===== config.mk =====
export PLATFORM = sky130hd
export DESIGN_NAME = ped_sqrt
export DESIGN_NICKNAME = d
export VERILOG_FILES = /design/src/rtl/core/ped_sqrt.sv
export SDC_FILE = /design/constraint.sdc
export NUM_CORES = 1
export LEC_CHECK = 0
export ABC_AREA = 1
export BUFFER_PORTS_ARGS = -buffer_cell sky130_fd_sc_hd__buf_2
export CORE_MARGIN = 1.5
export CORE_UTILIZATION = 41
export DETAILED_ROUTE_END_ITERATION = 8
export HOLD_SLACK_MARGIN = 0.06
export SLEW_MARGIN = 30
export SYNTH_ARGS = -nofsm -noshare
export SYNTH_HDL_FRONTEND = slang
export SYNTH_SLANG_ARGS = --single-unit

===== constraint.sdc =====
create_clock -name clk_i -period 2.1 [get_ports clk_i]
set_input_delay 0.21 -clock clk_i [delete_from_list [all_inputs] [get_ports clk_i]]
set_output_delay 0.21 -clock clk_i [all_outputs]
set_load 0.05 [all_outputs]

===== src/rtl/core/ped_sqrt.sv =====
// Pipelined floor integer square root, one result bit per stage.
// Carries a tag of type T alongside. Depends on nothing.
module ped_sqrt #(
  parameter int unsigned InWidth = 35,
  parameter type T = logic
) (
  input  logic               clk_i,
  input  logic               rst_ni,
  input  logic               valid_i,
  input  logic [InWidth-1:0] x_i,
  input  T                   tag_i,
  output logic               valid_o,
  output logic [(InWidth+1)/2-1:0] root_o,
  output T                   tag_o
);
  localparam int unsigned RW = (InWidth + 1) / 2;
  localparam int unsigned XW = 2 * RW;
  logic [XW-1:0] rem_q  [RW+1];
  logic [RW-1:0] res_q  [RW+1];
  logic [RW:0]   vld_q;
  T              tag_q  [RW+1];

  always_comb begin
    rem_q[0] = XW'(x_i);
    res_q[0] = '0;
    tag_q[0] = tag_i;
  end
  assign vld_q[0] = valid_i;

  for (genvar s = 0; s < RW; s++) begin : g_stage
    localparam int unsigned Sh = 2 * (RW - 1 - s);
    logic [XW-1:0] trial;
    logic          take;
    // compare the remainder against (4r+1) shifted into place
    assign trial = (XW'(res_q[s]) << (Sh + 2)) | (XW'(1) << Sh);
    assign take  = rem_q[s] >= trial;
    always_ff @(posedge clk_i) begin
      rem_q[s+1] <= take ? rem_q[s] - trial : rem_q[s];
      res_q[s+1] <= {res_q[s][RW-2:0], take};
      tag_q[s+1] <= tag_q[s];
    end
    always_ff @(posedge clk_i or negedge rst_ni) begin
      if (!rst_ni) vld_q[s+1] <= 1'b0;
      else         vld_q[s+1] <= vld_q[s];
    end
  end

  assign valid_o = vld_q[RW];
  assign root_o  = res_q[RW];
  assign tag_o   = tag_q[RW];
endmodule


# After elaboration in Yosys (flattened, before gate mapping)
# Index checks and enable logic that the tools add are counted.
[op_classes]
add_sub_neg = 17
n_lt_le_gt_ge = 18
mux = 17
[op_table]
columns = ["cell", "n"]
rows = [
  ["two-way mux 36 bit", 16],
  ["greater-or-equal comparator 36 x 19 -> 1 bit", 1],
  ["greater-or-equal comparator 36 x 20 -> 1 bit", 1],
  ["greater-or-equal comparator 36 x 21 -> 1 bit", 1],
  ["greater-or-equal comparator 36 x 22 -> 1 bit", 1],
  ["greater-or-equal comparator 36 x 23 -> 1 bit", 1],
  ["greater-or-equal comparator 36 x 24 -> 1 bit", 1],
  ["greater-or-equal comparator 36 x 25 -> 1 bit", 1],
  ["greater-or-equal comparator 36 x 26 -> 1 bit", 1],
  ["greater-or-equal comparator 36 x 27 -> 1 bit", 1],
  ["greater-or-equal comparator 36 x 28 -> 1 bit", 1],
  ["greater-or-equal comparator 36 x 29 -> 1 bit", 1],
  ["greater-or-equal comparator 36 x 30 -> 1 bit", 1],
  ["greater-or-equal comparator 36 x 31 -> 1 bit", 1],
  ["greater-or-equal comparator 36 x 32 -> 1 bit", 1],
  ["greater-or-equal comparator 36 x 33 -> 1 bit", 1],
  ["greater-or-equal comparator 36 x 34 -> 1 bit", 1],
  ["greater-or-equal comparator 36 x 35 -> 1 bit", 1],
  ["subtractor 35 x 35 -> 36 bit (second input constant)", 1],
  ["subtractor 36 x 20 -> 36 bit", 1],
  ["subtractor 36 x 21 -> 36 bit", 1],
  ["subtractor 36 x 22 -> 36 bit", 1],
  ["subtractor 36 x 23 -> 36 bit", 1],
  ["subtractor 36 x 24 -> 36 bit", 1],
  ["other kinds (13)", 13],
]
[totals]
register_bits = 819
inputBits = 39
output_inout_bits = 20
wordCells = 124

# Depth between registers and ports, before layout
[logic_depth]
word_depth = 2
depth_mapped = 16
mapped_depth_nobuf = 15

# Worst setup path before layout
# No wires, ideal clock.
[synth_timing]
path_type = "reg-to-reg"
start = "reg res_q (netlist bit g_stage[13].trial[11])"
end = "reg rem_q[161] in the netlist's numbering"
setup_time_ns = 0.112
t_arrival_ns = 1.756
required_time_ns = 1.988
setup_slack_ns = 0.232
stages_incl_launch_ff = 13
n_path_buf = 1
synth_period_minus_slack_ns = 1.868
path_cell_list = "dfxtp_1 inv_1 ha_1 a21oi_1 o21ai_2 a21o_1 nand2_1 nand3_2 inv_2 nand2_4 buf_6 nand2_1 nand2_1"
[synth_between]
elab_chain_cells = 2
elab_cells_between_ends = 3
classes_between = "1 x add/sub; 1 x order compare; 1 x mux"
[synth_lines]
columns = ["element", "line", "text"]
rows = [
  ["from (decl)", "19", "logic [RW-1:0] res_q [RW+1];"],
  ["from (signal, indexed assignment)", "39", "res_q[s+1] <= {res_q[s][RW-2:0], take};"],
  ["greater-or-equal comparator 36 x 23 -> 1 bit", "36", "assign take = rem_q[s] >= trial;"],
  ["named net g_stage[13].take", "33", "logic take;"],
  ["two-way mux 36 bit", "38", "rem_q[s+1] <= take ? rem_q[s] - trial : rem_q[s];"],
  ["to (signal, indexed assignment)", "38", ""],
  ["to (decl)", "18", "logic [XW-1:0] rem_q [RW+1];"],
]
# The timed path passes the listed nets, and every way through them passes these cells.
# A chain may end at the register's enable or synchronous reset.

# Final worst setup path
[layout_timing]
start = "reg res_q (netlist bit g_stage[13].trial[20])"
end = "reg rem_q[163] in the netlist's numbering"
[layout_between]
elab_chain_cells = 2
[layout_lines]
columns = ["element", "line"]
rows = [
  ["greater-or-equal comparator 36 x 23 -> 1 bit", "36"],
  ["two-way mux 36 bit", "38"],
]
# No other way between the ends.

==> flow_summary.json <==
{
  "cap_violations": 0,
  "fillers": 7891,
  "start_util_pct": 41.49,
  "drv_slew": 0,
  "clk_pin_slew_worst_paths_ps": 60,
  "place_ws_ps": -183.1,
  "drc": 0,
  "nets": 5236,
  "core_um2": 83690,
  "power.density_nw_per_um2": 1397,
  "via_per_inst": 4.804,
  "die_w_um": 294.0,
  "numCtsBuffers": 87,
  "crit_top_cell": "nand2_1",
  "ir_drop_mv": 0.8802,
  "r2r_setup_slack_ps": 30,
  "worstPathMaxFanout": 13,
  "antennaDiodeCount": 0,
  "cts_tree": "built",
  "r2r_start": "g_stage[13].trial[20]",
  "synth_edf_count": 0,
  "r2r-end": "rem_q[163]",
  "dr.pass1.iters": 6,
  "first_iter_violations": 2027,
  "grt_pass1_vias": 28380,
  "port_buffers": 58,
  "critPathKind": "flip-flop to flip-flop",
  "hold_violations": 0,
  "grt_pass1_wl_um": 148400,
  "slew_headroom_pct": 47.80,
  "grt_max_degree": 37,
  "insertion_delay_ps": 660,
  "critical_path.startpoint": "g_stage[13].trial[20]",
  "hold_start": "x_i[28]",
  "finalCritPeriodShare_pct": 98.38,
  "avgSynthCellArea_um2": 7.774,
  "mostFrequentLayoutCell": "nand2_1",
  "die_y_um": 294.0,
  "max_freq_mhz": 484.0,
  "grt_overflow_total": 0,
  "hold_path_depth": 2,
  "clockBufferDepth": 3,
  "final_util_pct": 53.03,
  "antenna_found_initial": 2,
  "cpPeakStageDelay_ps": 350,
  "crit_slowest_cell": "dfxtp_2",
  "setup_viol": 0,
  "row_count": 106,
  "place_hpwl_um": 75290,
  "worst_slack_ps": 34.01,
  "yosysWarningCount": 0,
  "power_mw": 62.01,
  "wl_um": 96700,
  "reg2reg_depth": 12,
  "ys_seq_area_share_pct": 47.47,
  "synth_cells": 4467,
  "ys_ff_latch": 819,
  "endpoint_kind": "flip-flop",
  "ant_nets": 0,
  "mostFrequentLayoutCells": "nand2_1 (1101), dfxtp_1 (764), inv_1 (597)",
  "cp.required_ps": 2610,
  "ios": 59,
  "gp_congestion": 0.9382,
  "dp_cells": 5976,
  "h-tree-depth": 3,
  "fin_tns_setup_ps": 0,
  "p_leak_nw": 21.41,
  "critical_path_arrival_ps": 2580,
  "cp-start-kind": "flip-flop",
  "drive_above_1_share_pct": 19.50,
  "routedWlPerCell_um": 15.56,
  "min_to": "rem_q[640]",
  "die-area_um2": 86450,
  "synth_cell_type_count": 53,
  "worst_pin_slew_ps": 777.1,
  "synth_ff_type": "dfxtp_1",
  "skew_ps": 43.18,
  "hp-class": "primary input to flip-flop",
  "rsz0062_at_grt": "yes",
  "path_cells": "inv_1 -> ha_4 -> nand2_2 -> nor3_4 -> nand2_1 -> clkinv_1 -> nand3_2 -> o21ai_4 -> nor2_4 -> buf_12 -> nand2_1 -> nand2_1",
  "fin_crit_ps": 2066,
  "area_growth_pct": 27.80,
  "track_usage_pct": 21.65,
  "ys_async_sr_fraction_pct": 2.198,
  "run_status": "complete, no violations",
  "clock_sinks": 819,
  "stdcell_count": 6215,
  "vias": 29860,
  "root_buffer": "clkbuf_16",
  "netlist_area_um2": 34730
}
[report_power, final]
part	switching, mW	internal [mW]	total, mW
clock network	6.44	9.65	16.1
registers	3.19	19.3	22.5
logic	13.6	9.83	23.4
total	23.2	38.8	62.0
[Yosys cell counts (4+ instances only)]
| library cell | number | area (um^2) |
|---|---|---|
| nor3_2 | 4 | 40.04 |
| xor2_1 | 90 | 788.3 |
| o21ai_2 | 24 | 210.2 |
| and2_1 | 5 | 31.28 |
| nor3b_1 | 5 | 37.54 |
| or2_2 | 16 | 100.1 |
| nor3_1 | 71 | 355.3 |
| o21a_1 | 7 | 52.55 |
| dfxtp_1 | 801 | 16040 |
| ha_1 | 185 | 2315 |
| nand4_1 | 105 | 656.9 |
| xnor2_1 | 78 | 683.2 |
| o21bai_1 | 8 | 60.06 |
| nand2_2 | 7 | 43.79 |
| buf_6 | 16 | 180.2 |
| nand2_4 | 4 | 45.04 |
| nand3_1 | 214 | 1071 |
| nand3b_1 | 23 | 172.7 |
| nor2_1 | 474 | 1779 |
| inv_2 | 8 | 30.03 |
| dfrtp_1 | 18 | 450.4 |
| a21o_1 | 7 | 52.55 |
| buf_4 | 8 | 60.06 |
| o21ai_0 | 172 | 860.8 |
| inv_1 | 609 | 2286 |
| nand2_1 | 1154 | 4332 |
| nand3_2 | 4 | 40.04 |
| o21ai_1 | 9 | 45.04 |
| buf_2 | 8 | 40.04 |
| a21oi_1 | 253 | 1266 |
| a21oi_2 | 15 | 131.4 |
| nor4_1 | 35 | 219.0 |
[routing by layer]
metal | GRT usage (%) | wire length (um) | up-vias
met5 | 0 | 13 | -
met1 | 29.04 | 44760 | 13640
met2 | 35.92 | 44750 | 704
met3 | 3.331 | 4688 | 152
li1 | - | - | 15360
met4 | 6.223 | 2487 | 2
[how the worst max path moves through the flow]
stage,end,slack [ps],cells after the start
2_1_floorplan,rem_q[161],230,12
3_3_place_gp,rem_q[60],-170,9
3_5_place_dp,rem_q[200],-180,11
4_1_cts,rem_q[122],-0.6,12
5_1_grt,rem_q[169],-60,11
6_report,rem_q[163],30,12
[what timing repair did]
action | 4_1_cts | 5_1_grt
setup endpoints to repair | 166 | 260
buffers inserted | 4 | 27
gates cloned | 2 | 9
hold endpoints to repair | 55 | 0
hold buffers | 39 | 0
pin swaps | 3 | 61
gates resized for setup | 53 | 351
[area by class of cell]
cell class / instances / area, um^2 / share of cell area, %
clock inverters: 37 / 590.6 / 1.331
well taps: 1134 / 1419 / 3.197
multi-input cells: 2998 / 17120 / 38.59
repair inverters: 2 / 17.52 / 0.03947
flip-flops and latches: 819 / 16530 / 37.26
repair buffers: 484 / 3831 / 8.633
clock buffers: 121 / 2497 / 5.627
inverters: 620 / 2365 / 5.329
[flip-flops by register name, summed over array words and instances, names as in the netlist]
| name | count |
|---|---|
| g_stage.trial | 153 |
| rem_q | 612 |
| root_o | 18 |
| tag_o | 1 |
| tag_q | 17 |
| valid_o | 1 |
| vld_q | 17 |
[logic make-up (layout without fill, tap and decap cells)]
family / after synthesis / after routing / share of synthesized area [%]
compound gates: 508 / 508 / 8.049
xor+xnor: 168 / 168 / 4.237
fa+ha+maj: 185 / 185 / 6.666
buf+inv: 655 / 1264 / 7.610
flops: 819 / 819 / 47.47
other cells: 1 / 2 / 0.01080
simple gates: 2131 / 2135 / 25.95
[critical path: cells and delay by family (launching register included)]
family	cells	cell delay, ps
compound gates	1	290
fa+ha+maj	1	270
buf+inv	3	330
flops	1	350
simple gates	7	700
[metrics by stage]
stage	hold WS (ps)	area (um^2)
detailed placement	157.6	38910
floorplan	-85.59	34730
global route	150.8	44380
global placement	146.9	38910
finish	180.8	44380
CTS	141.6	42620
(Power assumes the default switching activity.)
