### config.mk
export PLATFORM = sky130hd
export DESIGN_NAME = ped_lane
export DESIGN_NICKNAME = d
export VERILOG_FILES = /design/src/rtl/core/ped_lane.sv
export SDC_FILE = /design/constraint.sdc
export NUM_CORES = 1
export LEC_CHECK = 0
export ABC_AREA = 1
export ABC_CLOCK_PERIOD_IN_PS = 13170
export BUFFER_PORTS_ARGS = -buffer_cell sky130_fd_sc_hd__buf_2
export CAP_MARGIN = 20
export CORE_MARGIN = 2
export CORE_UTILIZATION = 55
export DETAILED_ROUTE_END_ITERATION = 8
export PLACE_DENSITY = 0.73
export RECOVER_POWER = 50
export SYNTH_ARGS = -nofsm -noshare
export SYNTH_HDL_FRONTEND = slang
export SYNTH_SLANG_ARGS = --single-unit
export TNS_END_PERCENT = 30
### constraint.sdc
create_clock -name clk_i -period 13.17 [get_ports clk_i]
set_clock_uncertainty 0.05 [all_clocks]
set_input_delay 1.317 -clock clk_i [delete_from_list [all_inputs] [get_ports clk_i]]
set_output_delay 1.317 -clock clk_i [all_outputs]
set_load 0.02 [all_outputs]
### src/rtl/core/ped_lane.sv
// One distance lane: registered squared difference of one coordinate,
// gated off when the lane is beyond num_dims. Depends on nothing.
module ped_lane #(
  parameter int unsigned CoordWidth = 16
) (
  input  logic                         clk_i,
  input  logic                         en_i,
  input  logic signed [CoordWidth-1:0] a_i,
  input  logic signed [CoordWidth-1:0] b_i,
  output logic [2*CoordWidth-1:0]      sq_o
);
  logic signed [CoordWidth:0] diff;
  logic [CoordWidth:0]        mag;
  logic [2*CoordWidth+1:0]    prod;
  assign diff = {a_i[CoordWidth-1], a_i} - {b_i[CoordWidth-1], b_i};
  assign mag  = diff[CoordWidth] ? (~diff + 1'b1) : diff;
  assign prod = mag * mag;
  always_ff @(posedge clk_i) begin
    sq_o <= en_i ? prod[2*CoordWidth-1:0] : '0;
  end
endmodule

======== Word level (Yosys, flattened, before mapping) ========
Cells that the tools add are included.
cells by class
  $add $sub $neg .......................... 2
  multiply operators ...................... 1
  multiplexer cells ....................... 1
  bitwise logic cells ..................... 1
operators with widths
  kind                                            count
  multiplier 17 x 17 -> 32 bit                    1
  adder 17 x 1 -> 17 bit (second input constant)  1
  two-way mux 17 bit                              1
  inverter 17 bit                                 1
  subtractor 16 x 16 -> 17 bit                    1
storage, ports and cells
  register bits ........................... 32
  output and inout bits ................... 32

======== Longest topological paths before layout ========
Gate-level depths: netlist of run 1.
  depth in word-level cells ............... 5
  gate-level depth with buffers ........... 48
  mapped depth without buffers ............ 47

======== Worst setup path after synthesis of run 1 ========
No wires, ideal clock.
  path kind ............................... input -> register
  from .................................... input a_i[0]
  to ...................................... register sq_o[31]
  library setup time ...................... 0.115 ns
  arrival time ............................ 8.206 ns
  data required time ...................... 13.005 ns
  path slack .............................. 4.799 ns
  cell stages on the path ................. 37
  cell sequence ........................... inv_1 -> ha_1 -> fa_1 -> ha_1 -> a21boi_0 -> nand3_1 -> nor2_1 -> nand2_1 -> nor2_1 -> nand3_1 -> nand2_1 -> nand3_1 -> nand2_2 -> clkinv_1 -> nand2_1 -> fa_1 -> fa_1 -> inv_1 -> fa_1 -> fa_1 -> fa_1 -> inv_1 -> fa_1 -> inv_1 -> ha_1 -> nand2_1 -> inv_1 -> nand2_1 -> nor3_1 -> nand4_1 -> nand3_1 -> a21o_1 -> a21oi_1 -> o21ai_0 -> nand3_1 -> nand2_1 -> nor2_1
between the ends
  word-level cells in the longest chain between the ends .. 5
RTL lines
  element                           line  text
  from (decl)                       8     input logic signed [CoordWidth-1:0] a_i,
  subtractor 16 x 16 -> 17 bit (*)  15    assign diff = {a_i[CoordWidth-1], a_i} - {b_i[CoordWidth-1], b_i};
  inverter 17 bit                   16    assign mag = diff[CoordWidth] ? (~diff + 1'b1) : diff;
  adder 17 x 1 -> 17 bit            16
  two-way mux 17 bit (*)            16
  multiplier 17 x 17 -> 32 bit (*)  17    assign prod = mag * mag;
  to (signal assigned)              19    sq_o <= en_i ? prod[2*CoordWidth-1:0] : '0;
  to (decl)                         10    output logic [2*CoordWidth-1:0] sq_o
Mark *: on every way between the ends. The rest lies on a longest branch, timed or not.
A chain may end at the register's enable or synchronous reset.

======== Final worst setup path of run 1 ========
Same ends and word-level chain as after synthesis.

==> impl_summary.log, run 1 <==
INFO  metric status = finished clean
INFO  metric cts_made_buffers = 5
INFO  metric placement_rows = 50
INFO  metric cts_resized = 0
INFO  metric clock.fmax = 0.107 GHz
INFO  metric grt_use_total = 0.247
INFO  metric core-area = 18,600 um^2
INFO  metric timing.critical_path.required = 13,290 ps
INFO  metric netlist_instances = 1,349
INFO  metric cp_data_arrival_time = 9450 ps
INFO  metric final.min_clock_period = 9330 ps
INFO  metric holdCritPathClass = in2reg
INFO  metric initial_util = 0.555
INFO  metric list_of_most_frequent_post_synthesis_cells = sky130_fd_sc_hd__inv_1 (391), sky130_fd_sc_hd__nand2_1 (219), sky130_fd_sc_hd__fa_1 (192)
INFO  metric fin_crit_sh = 0.708
INFO  metric synth_area = 10,300 um^2
INFO  metric syn_to_layout_area_delta = 6.45%
INFO  metric dominantRegCellSynth = sky130_fd_sc_hd__dfxtp_1
INFO  metric registers_with_the_most_flip_flops = sq_o (31)
INFO  metric synth-async-reset-ratio = 0
INFO  metric cts.reportedPaths.clkPinSlew = 50 ps
INFO  metric max_slew.worst_pin.slew = 833 ps
INFO  metric ant_nets = 0
INFO  metric drt-wirelength-per-cell = 13.7 um
INFO  metric top_level_ports = 66
INFO  metric critPathMaxFanout = 17
INFO  metric synth_edf_count = 0
INFO  metric tritoncts = yes
INFO  metric timing_max_transition_violations_final = 0
INFO  metric timing.critical_path.max_delay_family = adder cells
INFO  metric width_of_the_die = 141 um
INFO  metric crit_buf_inv = 9
INFO  metric timing.max_slew.rel_slack = 0.444
INFO  metric final.setup.tns = 0 ps
INFO  metric hold_viol_final = 0
INFO  metric cpMaxStageDelayCell = sky130_fd_sc_hd__fa_1
INFO  metric cts-hold-fix-buffers = 0
INFO  metric place.port_buffers = 64
INFO  metric postCtsSetupBuffers = 0
INFO  metric cts-root-to-sink-buffers = 2
INFO  metric detail_route.first_pass.iterations = 5
INFO  metric cts.htree.levels = 2
INFO  metric cts-root-buf = sky130_fd_sc_hd__clkbuf_16
INFO  metric number_of_antenna_violations_at_the_first_check_in_global_routing = 0
INFO  metric chipHeight = 141 um
INFO  metric post-synth-top-count-cell = sky130_fd_sc_hd__inv_1
INFO  metric clkSinkCount = 31
INFO  metric largest_register_ffs = 31
INFO  metric via_per_inst = 5.08
INFO  metric total_wire_length_after_detailed_routing = 22.6 mm
INFO  metric register_area_share_after_synthesis = 0.0602
INFO  metric n_fill_cell = 1,774
INFO  metric regMostFlops = sq_o
INFO  metric critical_path.max_stage_delay = 570 ps
INFO  metric post-synth-top-area-fraction = 0.373
INFO  metric synthesis.area_per_instance = 7.65 um^2
INFO  metric die-area = 19,900 um^2
INFO  metric drt-initial-drc-count = 496
INFO  metric overflow = 0
INFO  metric routabilityCongestion = 0.944
INFO  metric grt_first_pass_wirelength = 39.8 mm
INFO  metric grt_start_max_net_pins = 25
INFO  metric num_vias = 8,371
INFO  metric max-cap-violations = 0
INFO  metric route.detailed.drc = 0
INFO  metric hpwl = 19.6 mm
INFO  metric path_class = in2reg
INFO  metric yosysWarnings = 0
INFO  metric worst_setup_path_start_kind = primary input
INFO  metric final_setup_violations = 0
INFO  metric setup_repair_after_global_routing_missed_its_margin = no
INFO  metric first_global_vias = 8,795
INFO  metric cp-end-kind = flip-flop
INFO  metric yosys_register_bits = 31
INFO  metric layout-drive-gt1-share = 0.0665
INFO  metric nets = 1,754
INFO  metric netlist-cell-type-count = 46
INFO  metric biggest_area_contributors_in_the_synthesized_netlist = sky130_fd_sc_hd__fa_1 (37%), sky130_fd_sc_hd__inv_1 (14%), sky130_fd_sc_hd__ha_1 (14%)
INFO  metric antennaDiodeCount = 0
INFO  metric post-synth-top-area-cell = sky130_fd_sc_hd__fa_1
metrics by stage:
| step | util | area [um^2] | hold slack, ps | setup slack (ps) | cells |
|---|---|---|---|---|---|
| floorplan | - | 10400 | 1410 | 4800 | 1359 |
| global placement | 0.585 | 10900 | 1680 | 3760 | 1641 |
| detailed placement | 0.585 | 10900 | 1680 | 3660 | 1641 |
| CTS | 0.593 | 11000 | 1410 | 3930 | 1648 |
| global route | 0.591 | 11000 | 1450 | 3110 | 1648 |
| finish | 0.591 | 11000 | 1420 | 3840 | 1648 |
routing by layer:
layer	routed length, um	vias to the layer above	share of wire	GRT usage
met5	0	-	0	0
met4	935	0	0.041	0.0921
met3	972	56	0.043	0.0221
met2	11100	198	0.49	0.437
met1	9550	4022	0.42	0.318
li1	-	4095	-	-
area by class of cell:
class / count / area (um^2) / share of cell area
flip-flops and latches: 31 / 621 / 0.0565
clock buffers: 6 / 139 / 0.0126
inverters: 407 / 1530 / 0.139
repair buffers: 65 / 289 / 0.0263
multi-input cells: 904 / 8100 / 0.738
clock inverters: 1 / 5.00 / 0.000456
well taps: 234 / 293 / 0.0267
worst paths after layout:
path   start             endpoint  slack (ps)  cells after the start
max   a_i[0]  sq_o[31]$_SDFF_PN0_        3840                     40
min     en_i   sq_o[4]$_SDFF_PN0_        1420                      3
cells by family (layout without fill, tap and decap cells):
kind of cell / count (synthesis) / in the layout / synth area share
simple gates: 438 / 438 / 0.179
buf+inv: 424 / 479 / 0.158
fa+ha+maj: 306 / 306 / 0.511
compound gates: 130 / 130 / 0.0714
flops: 31 / 31 / 0.0602
xor+xnor: 18 / 18 / 0.0204
other cells: 2 / 12 / 0.000728
tightest hold or removal path, stage by stage:
cell and delay (ps):
sky130_fd_sc_hd__buf_2 240, sky130_fd_sc_hd__nand2_1 110, sky130_fd_sc_hd__inv_1 30
placed cells by master (no fill, tap or decap), types with 5 or more instances in the layout:
cell type	n
sky130_fd_sc_hd__xnor2_1	6
sky130_fd_sc_hd__o21a_1	8
sky130_fd_sc_hd__nand2_2	9
sky130_fd_sc_hd__o21ai_0	35
sky130_fd_sc_hd__nor2_2	16
sky130_fd_sc_hd__o21bai_1	6
sky130_fd_sc_hd__nand4_1	9
sky130_fd_sc_hd__ha_1	114
sky130_fd_sc_hd__fa_1	192
sky130_fd_sc_hd__clkbuf_1	31
sky130_fd_sc_hd__buf_2	33
sky130_fd_sc_hd__nand3_1	48
sky130_fd_sc_hd__clkbuf_16	5
sky130_fd_sc_hd__nor3_1	8
sky130_fd_sc_hd__nand2_1	219
sky130_fd_sc_hd__inv_1	391
sky130_fd_sc_hd__inv_2	14
sky130_fd_sc_hd__nor2_1	118
sky130_fd_sc_hd__conb_1	12
sky130_fd_sc_hd__a21oi_1	62
sky130_fd_sc_hd__xor2_1	8
sky130_fd_sc_hd__dfxtp_1	31
Power of run 1 is left out: the tool's default activity adds up to more than one toggle a clock period on the data nets, which glitch-free logic cannot reach.
==> inputs of run 2 (changes only) <==
--- a/config.mk
+++ b/config.mk
@@ -5,14 +5,14 @@
 export SDC_FILE = /design/constraint.sdc
 export NUM_CORES = 1
 export LEC_CHECK = 0
-export ABC_AREA = 1
-export ABC_CLOCK_PERIOD_IN_PS = 13170
+export ABC_AREA = 0
+export ABC_CLOCK_PERIOD_IN_PS = 8500
 export BUFFER_PORTS_ARGS = -buffer_cell sky130_fd_sc_hd__buf_2
 export CAP_MARGIN = 20
 export CORE_MARGIN = 2
 export CORE_UTILIZATION = 55
 export DETAILED_ROUTE_END_ITERATION = 8
-export PLACE_DENSITY = 0.73
+export PLACE_DENSITY = 0.76
 export RECOVER_POWER = 50
 export SYNTH_ARGS = -nofsm -noshare
 export SYNTH_HDL_FRONTEND = slang
==> constraint.sdc (replaced) <==
create_clock -name clk_i -period 8.5 [get_ports clk_i]
set_clock_uncertainty 0.05 [all_clocks]
set_input_delay 0.85 -clock clk_i [delete_from_list [all_inputs] [get_ports clk_i]]
set_output_delay 0.85 -clock clk_i [all_outputs]
set_load 0.02 [all_outputs]
==> impl_summary.log, run 2 <==
INFO  metric synth_area = 10,000 um^2
INFO  metric grt_first_pass_wirelength = 41.4 mm
INFO  metric critPathMaxFanout = 6
INFO  metric synthesis.area_per_instance = 8.72 um^2
INFO  metric ant_nets = 0
INFO  metric cp_common_cell = sky130_fd_sc_hd__fa_1
INFO  metric yosysWarnings = 0
INFO  metric cts-root-to-sink-buffers = 2
INFO  metric hold_viol_final = 0
INFO  metric num_vias = 8,733
INFO  metric netlist-cell-type-count = 74
INFO  metric top_level_ports = 66
INFO  metric max-cap-violations = 0
INFO  metric yosys.area_share.simple = 0.139
INFO  metric timing.hold.worst.start = en_i
INFO  metric clkSinkCount = 31
INFO  metric post-synth-top-count-cell = sky130_fd_sc_hd__inv_1
INFO  metric detail_route.first_pass.iterations = 5
INFO  metric timing.critical_path.required = 8620 ps
INFO  metric final_setup_violations = 3
INFO  metric area.sequential = 621 um^2
INFO  metric cp_data_arrival_time = 8750 ps
INFO  metric cpMaxStageDelayCell = sky130_fd_sc_hd__fa_1
INFO  metric nets = 1,794
INFO  metric yosys_register_bits = 31
INFO  metric regMostFlops = sq_o
INFO  metric synth_top_family_by_area = adder cells
INFO  metric timing.max_slew.rel_slack = 0.512
INFO  metric initial_util = 0.560
INFO  metric setup_repair_after_global_routing_missed_its_margin = yes
INFO  metric list_of_most_frequent_post_synthesis_cells = sky130_fd_sc_hd__inv_1 (314), sky130_fd_sc_hd__fa_1 (192), sky130_fd_sc_hd__ha_1 (114)
INFO  metric grt_start_max_net_pins = 26
INFO  metric layout.cells.most_common = sky130_fd_sc_hd__inv_1
INFO  metric cts-root-buf = sky130_fd_sc_hd__clkbuf_16
INFO  metric compound_gate_fraction_of_synth_area = 0.0867
INFO  metric netlist_instances = 1,150
INFO  metric biggest_area_contributors_in_the_synthesized_netlist = sky130_fd_sc_hd__fa_1 (38%), sky130_fd_sc_hd__ha_1 (14%), sky130_fd_sc_hd__inv_1 (12%)
INFO  metric number_of_antenna_violations_at_the_first_check_in_global_routing = 0
INFO  metric synth-async-reset-ratio = 0
INFO  metric status = complete, but fails checks
INFO  metric max_slew.worst_pin.slew = 727 ps
INFO  metric cts_made_buffers = 5
INFO  metric register_area_share_after_synthesis = 0.0619
INFO  metric final.min_clock_period = 8630 ps
INFO  metric proportion_of_synthesized_area_in_mux_cells = 0.00424
INFO  metric synth_edf_count = 0
INFO  metric total_wire_length_after_detailed_routing = 26.0 mm
INFO  metric synth_xor_area_frac = 0.0502
INFO  metric width_of_the_die = 139 um
INFO  metric routabilityCongestion = 0.898
INFO  metric violated_checks = negative setup slack
INFO  metric syn_to_layout_area_delta = 32.5%
INFO  metric die-area = 19,300 um^2
INFO  metric multi_input_comb_area = 8820 um^2
INFO  metric antennaDiodeCount = 0
INFO  metric registers_with_the_most_flip_flops = sq_o (31)
INFO  metric core-area = 17,900 um^2
INFO  metric cp-end-kind = flip-flop
INFO  metric cts.htree.levels = 2
INFO  metric layout-drive-gt1-share = 0.302
INFO  metric overflow = 0
INFO  metric route.detailed.drc = 0
INFO  metric n_fill_cell = 1,214
INFO  metric path_class = in2reg
INFO  metric yosys.area_share.adder = 0.526
INFO  metric tritoncts = yes
INFO  metric holdCritPathClass = in2reg
INFO  metric timing_max_transition_violations_final = 0
INFO  metric dominantRegCellSynth = sky130_fd_sc_hd__dfxtp_1
INFO  metric first_global_vias = 9,456
INFO  metric final.setup.tns = -237 ps
INFO  metric placement_rows = 49
INFO  metric grt_use_total = 0.262
INFO  metric fin_crit_sh = 1.02
INFO  metric layout.cells.most_common_list = sky130_fd_sc_hd__inv_1 (297), sky130_fd_sc_hd__buf_4 (234), sky130_fd_sc_hd__fa_1 (187), sky130_fd_sc_hd__ha_1 (96), sky130_fd_sc_hd__nand2_1 (73)
INFO  metric critical_path.max_stage_delay = 560 ps
INFO  metric post-route-worst-setup-slack = -128 ps
INFO  metric cts.reportedPaths.clkPinSlew = 60 ps
INFO  metric drt-wirelength-per-cell = 15.5 um
INFO  metric endpoint = sq_o[31]$_SDFF_PN0_
INFO  metric largest_register_ffs = 31
INFO  metric post-synth-top-area-fraction = 0.383
INFO  metric drt-initial-drc-count = 339
INFO  metric chipHeight = 139 um
INFO  metric post-synth-top-area-cell = sky130_fd_sc_hd__fa_1
INFO  metric hpwl = 20.9 mm
INFO  metric place.port_buffers = 64
INFO  metric clock.fmax = 0.116 GHz
INFO  metric worst_setup_path_start_kind = primary input
INFO  metric worst_setup_path_startpoint = a_i[0]
INFO  metric via_per_inst = 5.19
[run 2: cell families (layout without fill, tap and decap cells)]
| kind of cell | after synthesis | in the layout |
|---|---|---|
| AO/OA/AOI/OAI | 122 | 122 |
| XOR/XNOR | 51 | 51 |
| adder cells (fa/ha/maj) | 306 | 306 |
| buffers and inverters | 344 | 639 |
| flip-flops | 31 | 31 |
| multiplexers | 4 | 4 |
| other | 2 | 12 |
| AND/OR/NAND/NOR | 290 | 290 |
[run 2: stage by stage]
step | utilization | hold slack, ps | cells | setup WS, ps | instance area [um^2]
2_1_floorplan | - | 992 | 1160 | -108 | 10300
3_3_place_gp | 0.695 | 1220 | 1652 | -405 | 12400
3_5_place_dp | 0.695 | 1210 | 1652 | -650 | 12400
4_1_cts | 0.719 | 941 | 1674 | 5.67 | 12900
5_1_grt | 0.742 | 956 | 1684 | -389 | 13300
6_report | 0.742 | 953 | 1684 | -128 | 13300
[run 2: layout make-up]
class | instances | share of cell area
multi-input combinational | 785 | 0.664
clock buffer | 7 | 0.0115
timing repair buffer | 309 | 0.165
tap | 229 | 0.0216
inverter | 322 | 0.0913
sequential | 31 | 0.0467
clock inverter | 1 | 0.000565
[run 2: how the worst min path moves through the flow]
stage	cells after the start	endpoint	slack (ps)
6_report	2	sq_o[4]$_SDFF_PN0_	950
4_1_cts	2	sq_o[13]$_SDFF_PN0_	940
3_3_place_gp	1	sq_o[3]	1220
5_1_grt	2	sq_o[4]$_SDFF_PN0_	960
3_5_place_dp	1	sq_o[18]	1210
2_1_floorplan	2	sq_o[6]$_SDFF_PN0_	990
[run 2: timing repair]
action | in CTS | in global routing
setup buffers | 14 | 10
pin swaps | 22 | 71
endpoints found under the setup margin | 5 | 14
gates resized for setup | 26 | 85
hold buffers | 0 | 0
gates cloned | 0 | 0
[run 2: layer usage]
| layer | track usage | share of wire | vias up |
|---|---|---|---|
| met5 | 0 | 0 | - |
| met4 | 0.0883 | 0.041 | 0 |
| met3 | 0.0311 | 0.044 | 98 |
| met2 | 0.514 | 0.55 | 258 |
| met1 | 0.291 | 0.36 | 4261 |
| li1 | - | - | 4116 |
[run 2: critical path: cells and delay by family]
family	cells	cell delay [ps]
adder cells (fa/ha/maj)	9	3830
multiplexers	1	260
XOR/XNOR	1	160
buffers and inverters	11	860
AND/OR/NAND/NOR	4	720
AO/OA/AOI/OAI	12	2030
Power of run 2 is left out for the same reason.
